$ cat src/sv/imc_pkg.sv
`default_nettype none
package imc_pkg;

  localparam int unsigned CfgW = 16;
  localparam int unsigned IdxW = 3;

  localparam logic [IdxW-1:0] REG_STILL_ACCEL = 3'd0;
  localparam logic [IdxW-1:0] REG_STILL_GYRO  = 3'd1;
  localparam logic [IdxW-1:0] REG_SHAKE_ACCEL = 3'd2;
  localparam logic [IdxW-1:0] REG_SHAKE_GYRO  = 3'd3;
  localparam logic [IdxW-1:0] REG_CONFIRM     = 3'd4;
  localparam logic [IdxW-1:0] REG_HOLD_MS     = 3'd5;
  localparam logic [IdxW-1:0] REG_GAIN        = 3'd6;

  localparam logic [1:0] ACT_STILL  = 2'd0;
  localparam logic [1:0] ACT_MOVING = 2'd1;
  localparam logic [1:0] ACT_SHAKE  = 2'd2;

  localparam logic [15:0] ONE_G = 16'd4096;
  localparam logic signed [25:0] HALF_TURN = 26'sd11796480;
  localparam logic signed [25:0] ANGLE_LIMIT = 26'sd46080;
  localparam logic [8:0] GAIN_MAX = 9'd256;

  typedef struct packed {
    logic       load;
    logic       step;
    logic [3:0] iter;
  } imc_ctl_t;

  function automatic logic signed [25:0] atan_tab(input logic [3:0] i);
    logic signed [25:0] r;
    unique case (i)
      4'd0:  r = 26'sd2949120;
      4'd1:  r = 26'sd1740967;
      4'd2:  r = 26'sd919879;
      4'd3:  r = 26'sd466945;
      4'd4:  r = 26'sd234379;
      4'd5:  r = 26'sd117304;
      4'd6:  r = 26'sd58666;
      4'd7:  r = 26'sd29335;
      4'd8:  r = 26'sd14668;
      4'd9:  r = 26'sd7334;
      4'd10: r = 26'sd3667;
      4'd11: r = 26'sd1833;
      4'd12: r = 26'sd917;
      4'd13: r = 26'sd458;
      4'd14: r = 26'sd229;
      default: r = 26'sd115;
    endcase
    return r;
  endfunction

  function automatic logic signed [16:0] lp_filter(input logic signed [16:0] level,
                                                   input logic signed [16:0] raw,
                                                   input logic [8:0] gain);
    logic [8:0] g;
    logic signed [17:0] diff;
    logic signed [27:0] prod;
    logic signed [27:0] adj;
    g = (gain > GAIN_MAX) ? GAIN_MAX : gain;
    diff = {raw[16], raw} - {level[16], level};
    prod = $signed({1'b0, g}) * diff;
    adj = (prod + 28'sd128) >>> 8;
    return level + adj[16:0];
  endfunction

endpackage
`default_nettype wire

$ cat src/sv/imc_isqrt.sv
`default_nettype none
module imc_isqrt import imc_pkg::*; (
  input  wire logic        clk_i,
  input  wire imc_ctl_t    ctl_i,
  input  wire logic [31:0] value_i,
  output logic      [15:0] root_o
);
  logic [31:0] v_q, res_q, bitv;
  logic [32:0] trial;
  logic [4:0]  sh;
  logic        ge;

  always_comb begin
    sh    = 5'd30 - {ctl_i.iter, 1'b0};
    bitv  = 32'd1 << sh;
    trial = {1'b0, res_q} + {1'b0, bitv};
    ge    = {1'b0, v_q} >= trial;
  end

  always_ff @(posedge clk_i) begin
    if (ctl_i.load) begin
      v_q   <= value_i;
      res_q <= '0;
    end else if (ctl_i.step) begin
      if (ge) begin
        v_q   <= v_q - trial[31:0];
        res_q <= (res_q >> 1) + bitv;
      end else begin
        res_q <= res_q >> 1;
      end
    end
  end

  assign root_o = res_q[15:0];
endmodule
`default_nettype wire

$ cat src/sv/imc_cordic.sv
`default_nettype none
module imc_cordic import imc_pkg::*; (
  input  wire logic               clk_i,
  input  wire imc_ctl_t           ctl_i,
  input  wire logic signed [16:0] x_i,
  input  wire logic signed [16:0] y_i,
  output logic signed      [16:0] angle_o
);
  logic signed [33:0] x_q, y_q, xs, ys, xl, yl;
  logic signed [25:0] z_q, zr, q;
  logic               zero_q;

  always_comb begin
    xl = {{17{x_i[16]}}, x_i} <<< 14;
    yl = {{17{y_i[16]}}, y_i} <<< 14;
    xs = x_q >>> ctl_i.iter;
    ys = y_q >>> ctl_i.iter;
    zr = z_q + 26'sd128;
    q  = zr >>> 8;
    if (zero_q) begin
      angle_o = '0;
    end else if (q > ANGLE_LIMIT) begin
      angle_o = ANGLE_LIMIT[16:0];
    end else if (q < -ANGLE_LIMIT) begin
      angle_o = -ANGLE_LIMIT[16:0];
    end else begin
      angle_o = q[16:0];
    end
  end

  always_ff @(posedge clk_i) begin
    if (ctl_i.load) begin
      zero_q <= (x_i == '0) && (y_i == '0);
      if (x_i < 0) begin
        x_q <= -xl;
        y_q <= -yl;
        z_q <= (y_i >= 0) ? HALF_TURN : -HALF_TURN;
      end else begin
        x_q <= xl;
        y_q <= yl;
        z_q <= '0;
      end
    end else if (ctl_i.step) begin
      if (y_q >= 0) begin
        x_q <= x_q + ys;
        y_q <= y_q - xs;
        z_q <= z_q + atan_tab(ctl_i.iter);
      end else begin
        x_q <= x_q - ys;
        y_q <= y_q + xs;
        z_q <= z_q - atan_tab(ctl_i.iter);
      end
    end
  end
endmodule
`default_nettype wire

$ cat src/sv/imu_motion_classifier_unit.sv
// Sequence: a sample transaction steps through the squaring, load, root,
// rotation-load, rotation and finish states; a peak-reset one goes to finish.
// Both wait in finish until the output is free; a new one is taken only in idle.
// Work: six squarings on one multiplier, 16 root and 16 rotation steps, one bit per cycle.
// Reset: asynchronous, active low; control, config and result registers reset, input/sum ones do not.
`default_nettype none
module imu_motion_classifier_unit import imc_pkg::*; (
  input  wire logic               clk_i,
  input  wire logic               rst_ni,
  input  wire logic               in_valid_i,
  output logic                    in_ready_o,
  input  wire logic               command_i,
  input  wire logic signed [15:0] accel_x_i,
  input  wire logic signed [15:0] accel_y_i,
  input  wire logic signed [15:0] accel_z_i,
  input  wire logic signed [15:0] rate_x_i,
  input  wire logic signed [15:0] rate_y_i,
  input  wire logic signed [15:0] rate_z_i,
  input  wire logic        [31:0] now_ms_i,
  output logic                    out_valid_o,
  input  wire logic               out_ready_i,
  output logic signed      [16:0] roll_angle_o,
  output logic signed      [16:0] pitch_angle_o,
  output logic             [15:0] accel_deviation_o,
  output logic             [15:0] gyro_magnitude_o,
  output logic             [15:0] peak_deviation_o,
  output logic             [1:0]  activity_o,
  output logic                    shake_held_o,
  input  wire logic               cfg_we_i,
  input  wire logic [IdxW-1:0]    cfg_idx_i,
  input  wire logic [CfgW-1:0]    cfg_data_i
);
  typedef enum logic [2:0] {ST_IDLE, ST_SQR, ST_LOAD, ST_ROOT, ST_PLOAD, ST_ROT, ST_FIN} state_e;

  state_e state_q;
  logic [3:0] cnt_q;
  logic out_valid_q;

  logic [15:0] still_acc_q, still_gyr_q, shake_acc_q, shake_gyr_q, hold_q;
  logic [3:0]  confirm_q;
  logic [8:0]  gain_q;

  logic cmd_q;
  logic signed [15:0] ax_q, ay_q, az_q, rx_q, ry_q, rz_q;
  logic [31:0] now_q;
  logic [31:0] syz_q, sa_q, sg_q;

  logic seen_q, seen_d, latch_q, latch_d;
  logic signed [16:0] roll_q, roll_d, pitch_q, pitch_d;
  logic [15:0] dev_q, dev_d, gyr_q, gyr_d, peak_q, peak_d;
  logic [31:0] start_q, start_d;
  logic [1:0]  act_q, act_d, pend_q, pend_d, cand;
  logic [3:0]  pcnt_q, pcnt_d;

  logic signed [15:0] mul_op;
  logic signed [31:0] sq;
  logic [15:0] h_root, a_root, g_root, dev;
  logic signed [16:0] roll_raw, pitch_raw;
  logic [31:0] elapsed;
  logic commit;
  imc_ctl_t root_ctl, rot_ctl;

  assign in_ready_o = (state_q == ST_IDLE);
  assign commit = (state_q == ST_FIN) && (!out_valid_q || out_ready_i);

  always_comb begin
    unique case (cnt_q)
      4'd0:    mul_op = ay_q;
      4'd1:    mul_op = az_q;
      4'd2:    mul_op = ax_q;
      4'd3:    mul_op = rx_q;
      4'd4:    mul_op = ry_q;
      4'd5:    mul_op = rz_q;
      default: mul_op = ax_q;
    endcase
    sq = mul_op * mul_op;
  end

  assign root_ctl = '{load: state_q == ST_LOAD, step: state_q == ST_ROOT, iter: cnt_q};
  assign rot_ctl  = '{load: state_q == ST_PLOAD, step: state_q == ST_ROT, iter: cnt_q};

  imc_isqrt u_sqrt_h (.clk_i, .ctl_i(root_ctl), .value_i(syz_q), .root_o(h_root));
  imc_isqrt u_sqrt_a (.clk_i, .ctl_i(root_ctl), .value_i(sa_q), .root_o(a_root));
  imc_isqrt u_sqrt_g (.clk_i, .ctl_i(root_ctl), .value_i(sg_q), .root_o(g_root));

  imc_cordic u_roll (.clk_i, .ctl_i(rot_ctl), .x_i({az_q[15], az_q}),
                     .y_i({ay_q[15], ay_q}), .angle_o(roll_raw));
  imc_cordic u_pitch (.clk_i, .ctl_i(rot_ctl), .x_i({1'b0, h_root}),
                      .y_i(-{ax_q[15], ax_q}), .angle_o(pitch_raw));

  always_comb begin
    seen_d = seen_q; roll_d = roll_q; pitch_d = pitch_q;
    dev_d = dev_q; gyr_d = gyr_q; peak_d = peak_q;
    latch_d = latch_q; start_d = start_q;
    act_d = act_q; pend_d = pend_q; pcnt_d = pcnt_q;
    dev = (a_root >= ONE_G) ? a_root - ONE_G : ONE_G - a_root;
    elapsed = now_q - start_q;
    cand = ACT_MOVING;
    if (commit) begin
      if (cmd_q) begin
        peak_d = seen_q ? dev_q : '0;
      end else begin
        if (!seen_q) begin
          roll_d = roll_raw;
          pitch_d = pitch_raw;
        end else begin
          roll_d = lp_filter(roll_q, roll_raw, gain_q);
          pitch_d = lp_filter(pitch_q, pitch_raw, gain_q);
        end
        dev_d = dev;
        gyr_d = g_root;
        if (!seen_q || dev > peak_q) peak_d = dev;
        seen_d = 1'b1;
        if (latch_q && elapsed >= {16'd0, hold_q}) begin
          latch_d = 1'b0;
          pcnt_d = '0;
        end
        priority if (dev < still_acc_q && g_root < still_gyr_q) cand = ACT_STILL;
        else if (dev >= shake_acc_q || g_root >= shake_gyr_q) cand = ACT_SHAKE;
        else cand = ACT_MOVING;
        if (cand == ACT_SHAKE) begin
          if (!latch_d) begin
            latch_d = 1'b1;
            start_d = now_q;
          end
          act_d = ACT_SHAKE;
          pcnt_d = '0;
        end else if (!latch_d) begin
          if (cand == act_q) begin
            pcnt_d = '0;
          end else begin
            if (cand == pend_q) begin
              pcnt_d = pcnt_d + 4'd1;
            end else begin
              pend_d = cand;
              pcnt_d = 4'd1;
            end
            if (pcnt_d >= confirm_q) begin
              act_d = cand;
              pcnt_d = '0;
            end
          end
        end
      end
    end
  end

  always_ff @(posedge clk_i) begin
    if (in_valid_i && in_ready_o) begin
      cmd_q <= command_i;
      ax_q <= accel_x_i; ay_q <= accel_y_i; az_q <= accel_z_i;
      rx_q <= rate_x_i; ry_q <= rate_y_i; rz_q <= rate_z_i;
      now_q <= now_ms_i;
      syz_q <= '0; sa_q <= '0; sg_q <= '0;
    end else if (state_q == ST_SQR) begin
      if (cnt_q <= 4'd1) syz_q <= syz_q + sq;
      if (cnt_q <= 4'd2) sa_q <= sa_q + sq;
      else sg_q <= sg_q + sq;
    end
  end

  always_ff @(posedge clk_i or negedge rst_ni) begin
    if (!rst_ni) begin
      state_q <= ST_IDLE; cnt_q <= '0; out_valid_q <= 1'b0;
      still_acc_q <= 16'd328; still_gyr_q <= 16'd160;
      shake_acc_q <= 16'd1843; shake_gyr_q <= 16'd2880;
      confirm_q <= 4'd5; hold_q <= 16'd500; gain_q <= 9'd51;
      seen_q <= 1'b0; roll_q <= '0; pitch_q <= '0;
      dev_q <= '0; gyr_q <= '0; peak_q <= '0;
      latch_q <= 1'b0; start_q <= '0;
      act_q <= ACT_STILL; pend_q <= ACT_STILL; pcnt_q <= '0;
    end else begin
      if (cfg_we_i) begin
        unique case (cfg_idx_i)
          REG_STILL_ACCEL: still_acc_q <= cfg_data_i;
          REG_STILL_GYRO:  still_gyr_q <= cfg_data_i;
          REG_SHAKE_ACCEL: shake_acc_q <= cfg_data_i;
          REG_SHAKE_GYRO:  shake_gyr_q <= cfg_data_i;
          REG_CONFIRM:     confirm_q <= cfg_data_i[3:0];
          REG_HOLD_MS:     hold_q <= cfg_data_i;
          REG_GAIN:        gain_q <= cfg_data_i[8:0];
          default: ;
        endcase
      end
      seen_q <= seen_d; roll_q <= roll_d; pitch_q <= pitch_d;
      dev_q <= dev_d; gyr_q <= gyr_d; peak_q <= peak_d;
      latch_q <= latch_d; start_q <= start_d;
      act_q <= act_d; pend_q <= pend_d; pcnt_q <= pcnt_d;
      if (commit) begin
        out_valid_q <= 1'b1;
      end else if (out_valid_q && out_ready_i) begin
        out_valid_q <= 1'b0;
      end
      unique case (state_q)
        ST_IDLE: begin
          cnt_q <= '0;
          if (in_valid_i) state_q <= command_i ? ST_FIN : ST_SQR;
        end
        ST_SQR: begin
          cnt_q <= cnt_q + 4'd1;
          if (cnt_q == 4'd5) state_q <= ST_LOAD;
        end
        ST_LOAD: begin
          cnt_q <= '0;
          state_q <= ST_ROOT;
        end
        ST_ROOT: begin
          cnt_q <= cnt_q + 4'd1;
          if (cnt_q == 4'd15) state_q <= ST_PLOAD;
        end
        ST_PLOAD: begin
          cnt_q <= '0;
          state_q <= ST_ROT;
        end
        ST_ROT: begin
          cnt_q <= cnt_q + 4'd1;
          if (cnt_q == 4'd15) state_q <= ST_FIN;
        end
        ST_FIN: begin
          if (commit) state_q <= ST_IDLE;
        end
        default: state_q <= ST_IDLE;
      endcase
    end
  end

  assign out_valid_o = out_valid_q;
  assign roll_angle_o = roll_q;
  assign pitch_angle_o = pitch_q;
  assign accel_deviation_o = dev_q;
  assign gyro_magnitude_o = gyr_q;
  assign peak_deviation_o = peak_q;
  assign activity_o = act_q;
  assign shake_held_o = latch_q;

  a_busy_after_accept: assert property (@(posedge clk_i) disable iff (!rst_ni)
    in_valid_i && in_ready_o |=> state_q != ST_IDLE)
    else $error("accept did not start work");
  a_no_overwrite: assert property (@(posedge clk_i) disable iff (!rst_ni)
    out_valid_o && !out_ready_i |=> out_valid_o && $stable(peak_deviation_o)
      && $stable(activity_o))
    else $error("pending result changed");
  a_activity_code: assert property (@(posedge clk_i) disable iff (!rst_ni)
    act_q <= ACT_SHAKE)
    else $error("illegal activity");
  a_shake_latched: assert property (@(posedge clk_i) disable iff (!rst_ni)
    $rose(latch_q) |-> act_q == ACT_SHAKE)
    else $error("latch without shake");
endmodule
`default_nettype wire
$ cat config.mk
export PLATFORM = sky130hd
export DESIGN_NAME = imu_motion_classifier_unit
export DESIGN_NICKNAME = d
export VERILOG_FILES = /design/src/sv/imc_pkg.sv /design/src/sv/imc_isqrt.sv /design/src/sv/imc_cordic.sv /design/src/sv/imu_motion_classifier_unit.sv
export SDC_FILE = /design/constraint.sdc
export NUM_CORES = 2
export LEC_CHECK = 0
export BUFFER_PORTS_ARGS = -buffer_cell sky130_fd_sc_hd__buf_2
export CAP_MARGIN = 20
export CORE_MARGIN = 2
export CORE_UTILIZATION = 50
export DETAILED_ROUTE_END_ITERATION = 12
export GPL_TIMING_DRIVEN = 0
export PLACE_DENSITY = 0.66
export SETUP_SLACK_MARGIN = 0.15
export SYNTH_ARGS = -nofsm -noshare
export SYNTH_HDL_FRONTEND = slang
export SYNTH_SLANG_ARGS = --single-unit
$ cat constraint.sdc
create_clock -name clk_i -period 12.5 [get_ports clk_i]
set_input_delay 0.625 -clock clk_i [delete_from_list [all_inputs] [get_ports clk_i]]
set_output_delay 0.625 -clock clk_i [all_outputs]
set_load 0.005 [all_outputs]
# Yosys cells after proc, flatten, opt, wreduce, memory -nomap -nowiden
# Memory sizes are Yosys's and may differ from the RTL's.
# Index checks and enable logic that the tools add are counted.
# word_totals
out_inout_bits	87
word_cells	306
inputBits	153
reg_bits	832
mem_bits_ro	1408
mem_count	4
# memory_table
name	words	width	rd	rd_clocked_by_memory_dff	wr	line	rtl
(no name shown)	16	22	1	0	0	imc_pkg.sv:32	unique case (i)
(no name shown)	16	22	1	0	0	imc_pkg.sv:32	
(no name shown)	16	22	1	0	0	imc_pkg.sv:32	
(no name shown)	16	22	1	0	0	imc_pkg.sv:32	
# op_classes
order_cmp	24
reduce_logical	49
bitwise	6
shifts	5
multipliers	3
addsub	43
eq_ne	27
n_mux	99
# op_table
op	n
$mux 26	22
$mux 34	16
$mux 32	12
$add 34x34->34	4
$mux 17	8
$sshr 34x4->34	4
$sub 34x34->34	4
$sub 32x32->32	4
$neg 30->34	3
$add 32x32->33	3
$ge 32x33->1	3
$add 31x32->32	3
$add 32x32->32	3
$pmux 16 s5	1
$ge 34x1->1 const B	2
$logic_not 17->1	4
$mux 16	4
$add 26x26->26	2
$add 26x9->26 const B	2
$mux 4	13
$sub 26x26->26	2
$add 25x9->25 const B	2
$mul 10x18->25	2
$gt 18x17->1 const B	2
other kinds (52)	131

# Logic depth before layout (Yosys ltp)
# logic_depth
word_depth	20
ltp_mapped	53

# By module
# Synthesis repeated with hierarchy kept, for this count alone.
# hier_totals
cells_unflattened	11351
area_unflattened_um2	98592.1
# by_module_without_submodules
module	instances	cells_per_inst	area_per_inst_um2
imu_motion_classifier_unit	1	5319	48465.2
imc_isqrt	3	781	6427.4
imc_cordic (u_roll)	1	1827	15479.8
imc_cordic (u_pitch)	1	1862	15364.7

# Worst setup path before layout
# Ideal clock, no wire load.
# synth_path
path_kind	reg2reg
from	register u_pitch.z_q[7]
to	register pitch_q[16] (netlist: pitch_angle_o[16])
period_less_slack_ns	11.450
stages_incl_launch_ff	48
setup_slack_ns	1.050
path_buffers	1
required_ns	12.367
arrival_ns	11.317
path_cell_list	edfxtp_1 -> ha_1 -> nand4_1 -> nor2_1 -> mux2_2 -> o31ai_1 -> a41oi_1 -> o21ai_0 -> a21oi_1 -> o21ai_0 -> nand3b_1 -> clkbuf_1 -> or2_2 -> inv_1 -> ha_1 -> nor2b_1 -> o21a_1 -> o211a_1 -> [12 not listed] -> or3_1 -> o211a_1 -> a311oi_1 -> a21boi_0 -> a21oi_1 -> xnor2_1 -> ha_1 -> and2_1 -> o21ai_0 -> o31ai_1 -> nor4_1 -> nor2_1 -> a31oi_1 -> o21ai_0 -> xnor2_1 -> xnor3_1 -> a211oi_1 -> a21oi_1
# synth_between
elab_chain_cells	10
word_cells_on_any_way	11
# synth_lines
element	line	rtl
start: declaration	imc_cordic.sv:10	logic signed [25:0] z_q, zr, q;
start signal: assignment	imc_cordic.sv:37	z_q <= (y_i >= 0) ? HALF_TURN : -HALF_TURN;
start signal: assignment	imc_cordic.sv:47	z_q <= z_q + atan_tab(ctl_i.iter);
start signal: assignment	imc_cordic.sv:51	z_q <= z_q - atan_tab(ctl_i.iter);
$add 26x9->26 (*)	imc_cordic.sv:18	zr = z_q + 26'sd128;
$lt 18x17->1	imc_cordic.sv:24	end else if (q < -ANGLE_LIMIT) begin
$mux 17	imc_cordic.sv:24	
$mux 17 (*)	imc_cordic.sv:22	end else if (q > ANGLE_LIMIT) begin
$mux 17 (*)	imc_cordic.sv:20	if (zero_q) begin
$sub 17x17->18	imc_pkg.sv:61	diff = {raw[16], raw} - {level[16], level};
$mul 10x18->25	imc_pkg.sv:62	prod = $signed({1'b0, g}) * diff;
$add 25x9->25	imc_pkg.sv:63	adj = (prod + 28'sd128) >>> 8;
$add 17x17->17	imc_pkg.sv:64	return level + adj[16:0];
$mux 17 (*)	imu_motion_classifier_unit.sv:103	if (!seen_q) begin
end signal: assignment	imu_motion_classifier_unit.sv:185	seen_q <= seen_d; roll_q <= roll_d; pitch_q <= pitch_d;
end: declaration	imu_motion_classifier_unit.sv:49	logic signed [16:0] roll_q, roll_d, pitch_q, pitch_d;
# Every way passes the cells marked *; elsewhere a longest branch is shown, timed or not.
# A chain may end at the register's enable or synchronous reset.

# Final worst setup path
# Same ends and word-level chain as after synthesis.

==> results.md <==
- In the post-synthesis netlist, the biggest area contributors are sky130_fd_sc_hd__edfxtp_1, sky130_fd_sc_hd__ha_1, sky130_fd_sc_hd__fa_1, sky130_fd_sc_hd__dfrtp_1, sky130_fd_sc_hd__nand2_1.
- The most instantiated library cell after synthesis is sky130_fd_sc_hd__nand2_1.
- The tree is rooted in a sky130_fd_sc_hd__clkbuf_16.
- After synthesis, the most frequently instantiated cells are sky130_fd_sc_hd__nand2_1, sky130_fd_sc_hd__inv_1, sky130_fd_sc_hd__ha_1.
- The worst register-to-register path ends at pitch_angle_o[16]$_DFFE_PN0P_.
- The final weighted congestion in routability-driven placement is 1.00.
- In this run the critical register-to-register path is launched from u_pitch.z_q[7]$_SDFFCE_PP0P_.
- Dividing the detail-routed wire length by the instance count gives 23.9 µm.
- The violation count after the first detailed-routing iteration is ~7.5k.
- between 200 and 250 I/O pins were placed.
- The register bit total from synthesis is 832.
- The placeable core region is 185000 µm².
- The area of the mapped netlist is 92900 µm².
- The wire length after detailed routing is 328 mm.
- TritonCTS built the clock tree.
- The final number of max-transition violations was 0.
- The critical path launch point type is a register.
- The cell occurring most often along the worst timing path is sky130_fd_sc_hd__fa_1.
- The share of synthesized area occupied by flip-flops and latches is 23.7%.
- The category of the most critical setup path is register to register.
- The largest fanout on the critical path is 10.
- STA classifies the critical path endpoint as a register.
- For this run, the top clock speed supported by timing is around 83 MHz.
- The floorplan has roughly 160 rows.
- The first global-routing pass estimated 495 mm of wire.
- The final antenna-violating net count is 0.
- The pin slew with the least headroom to its limit is 1290 ps.
- The depth of the worst register-to-register path is 47.
- The proportion of layout cells with a drive suffix above 1 is 9.51%.
- After clock tree synthesis, the clock-pin slew on the worst setup and hold paths is 70 ps.
- The synthesized design contains 415 enable-type register cells.
- The number of max-cap violations is 0.
- After detailed routing, the number of remaining DRC violations is 0.
- Data on the critical path arrives at its endpoint at 12620 ps.
- The routed layout has 82.9k vias.
- The number of synthesis warnings is 0.
- The worst hold slack is approximately 35 ps.
- At the worst endpoint, the required time is 13100 ps.
- Together, buffers and inverters on the worst path number 5.
- The net count of the finished layout is 12.7k.
- In this run the horizontal extent of the chip is between 400 and 500 µm.
- The mean cell area of the mapped netlist is 8.73 µm².
- After detailed routing, the number of vias per cell comes to 6.03.
- The count of endpoints failing setup in the final report is 0.
- From synthesis to final layout, the design area changed by 11.6%.
- In the final layout, the multi-input gates occupy 66000 µm².
- The period utilization is 96.2%.
- Among all flip-flop cells after synthesis, the most frequent one is sky130_fd_sc_hd__edfxtp_1.
- Counting distinct cell types in the post-synthesis netlist gives 113.
- In this run the register-to-register setup slack is 480 ps.
- On the critical path the largest part of the delay comes from adder cells.
- The maximum count of clock buffers along a single path is 3.
- The count of input and output buffers is 237.
- The die covers 189000 µm².
- The min-delay analysis places its worst path in the category input pin to register.
- The number of buffers inserted during clock tree synthesis is 103.
- The clock arrives with roughly 66 ps of skew.
- Setup repair after global routing left no endpoint under its margin.
- The initial core utilization is 50.2%.
- The largest total area in the synthesized netlist belongs to sky130_fd_sc_hd__edfxtp_1.
- The pin count of the biggest net entering global routing is 84.
- The gate count of the mapped netlist is 10.6k.
- In the synthesized netlist the async set-or-reset flop fraction comes to around 27%.
- The delay of the slowest critical-path stage is 600 ps.
- The routed design could run at a clock period as short as 12020 ps.
- The number of global-route vias before repair was between 80k and 90k.
- The initial antenna violation count came to 12.
- The clock reaches the later pin of the worst-skew pair after 800 ps.
- The height of the chip is 435 µm.
- The source of the critical timing path is u_pitch.z_q[7]$_SDFFCE_PP0P_.
- Counting instances, the worst hold path has a depth of 1.
- The total number of H-tree levels is 3.
- The total routing resource utilization after global routing is roughly 34%.
- The slowest cell on the critical path is sky130_fd_sc_hd__xor2_2.
- The flow ran to the end, and the final reports show no timing, DRC or antenna violations.
- The filler cell count in the final layout is 16.7k.
- After global routing the overflow that remains totals 0.
- The register area is 22000 µm².
- The first-pass iteration count of the detailed router is 6.
- The beginning of the worst hold path is rate_x_i[10].
- The path with the worst hold slack has its endpoint at rx_q[10]$_DFFE_PP_.
- The hold violation count in the final report is 0.
- Once detailed placement completed, the half-perimeter wirelength came to 260 mm.
- The clock net in this run drives a total of between 800 and 900 sinks.
- The number of nets in the synthesized netlist is 12.2k.
- The tightest slew margin relative to the limit is 13.8%.
- The synthesized design devotes to its leading area cell type between 10 and 15% of total area.
[flip-flops by register name, indices dropped and copies added, names as in the netlist, 17 cells and up]
| register | count |
|---|---|
| pitch_angle_o | 17 |
| start_q | 32 |
| u_sqrt_h.res_q | 32 |
| u_roll.x_q | 34 |
| u_roll.z_q | 26 |
| sa_q | 32 |
| u_sqrt_g.v_q | 32 |
| u_sqrt_a.v_q | 32 |
| roll_angle_o | 17 |
| u_roll.y_q | 34 |
| u_pitch.z_q | 26 |
| u_sqrt_g.res_q | 32 |
| u_sqrt_a.res_q | 32 |
| u_pitch.x_q | 34 |
| now_q | 32 |
| u_sqrt_h.v_q | 32 |
| u_pitch.y_q | 34 |
| sg_q | 32 |
| syz_q | 32 |
[per-layer routing]
metal / global-route usage [%] / wire (µm)
met3: 5.83 / 25800
met2: 54.0 / 147000
met1: 44.8 / 138000
met5: 0 / 47
met4: 15.9 / 17700
[through the flow]
step	worst slack (ps)	setup TNS (ps)	util [%]	area, µm²	std cells
3_3_place_gp	-8060	-2015450	52.5	97200	13358
2_1_floorplan	1050	0	-	92900	10641
3_5_place_dp	-2050	-168900	52.8	97700	13384
5_1_grt	0.155	0	56.0	104000	13736
4_1_cts	158	0	55.7	103000	13700
6_report	479	0	56.0	104000	13737
[area by class of cell]
class	count	share of cell area, %
multi-input cells	8364	63.7
flip-flops and latches	832	21.2
inverters	1042	3.78
repair buffers	426	3.09
well taps	2480	2.99
clock buffers	128	2.72
plain buffers	396	1.70
clock inverters	66	0.822
diodes	3	0.00724
[worst max path at each step]
| stage | slack [ps] | depth (start not counted) | end |
|---|---|---|---|
| finish | 480 | 47 | pitch_angle_o[16]$_DFFE_PN0P_ |
| floorplan | 1050 | 47 | pitch_angle_o[16]$_DFFE_PN0P_ |
| CTS | 160 | 47 | roll_angle_o[16]$_DFFE_PN0P_ |
| detailed placement | -2050 | 43 | sa_q[31]$_SDFFE_PP0P_ |
| global placement | -8060 | 9 | u_roll.x_q[32]$_DFFE_PP_ |
| global route | 0.2 | 52 | pitch_angle_o[16]$_DFFE_PN0P_ |
[layout by cell type (no fill, tap or decap), drive strengths merged, types with 89 or more instances in the layout]
cell type / count
o31ai: 98
nand3: 195
dlygate4sd3: 113
nand4: 93
edfxtp: 415
xor2: 353
dfxtp: 192
a31oi: 105
nor2: 871
a211oi: 94
fa: 500
o21ai: 600
nand2: 1278
mux2i: 119
o21a: 98
ha: 927
nand2b: 128
dfrtp: 197
a21oi: 703
clkbuf: 442
mux4: 139
and2: 89
inv: 1043
nor3: 146
mux2: 141
o21bai: 111
xnor2: 531
nor2b: 157
buf: 395
a21o: 216
[what timing repair did]
item | CTS | global route
buffers inserted | 14 | 32
hold buffers | 113 | 0
gates resized for setup | 82 | 111
hold endpoints to repair | 170 | 0
endpoints found under the setup margin | 231 | 160
pin swaps | 8 | 27
[kinds of logic after synthesis]
kind of cell,share of synthesized area [%]
simple gates,16.0
compound gates,16.2
buf+inv,6.04
fa+ha+maj,23.3
xor+xnor,8.38
flops,23.7
mux,6.41
Power is left out: the tool's default activity adds up to more than one toggle a clock period on the data nets, which glitch-free logic cannot reach.
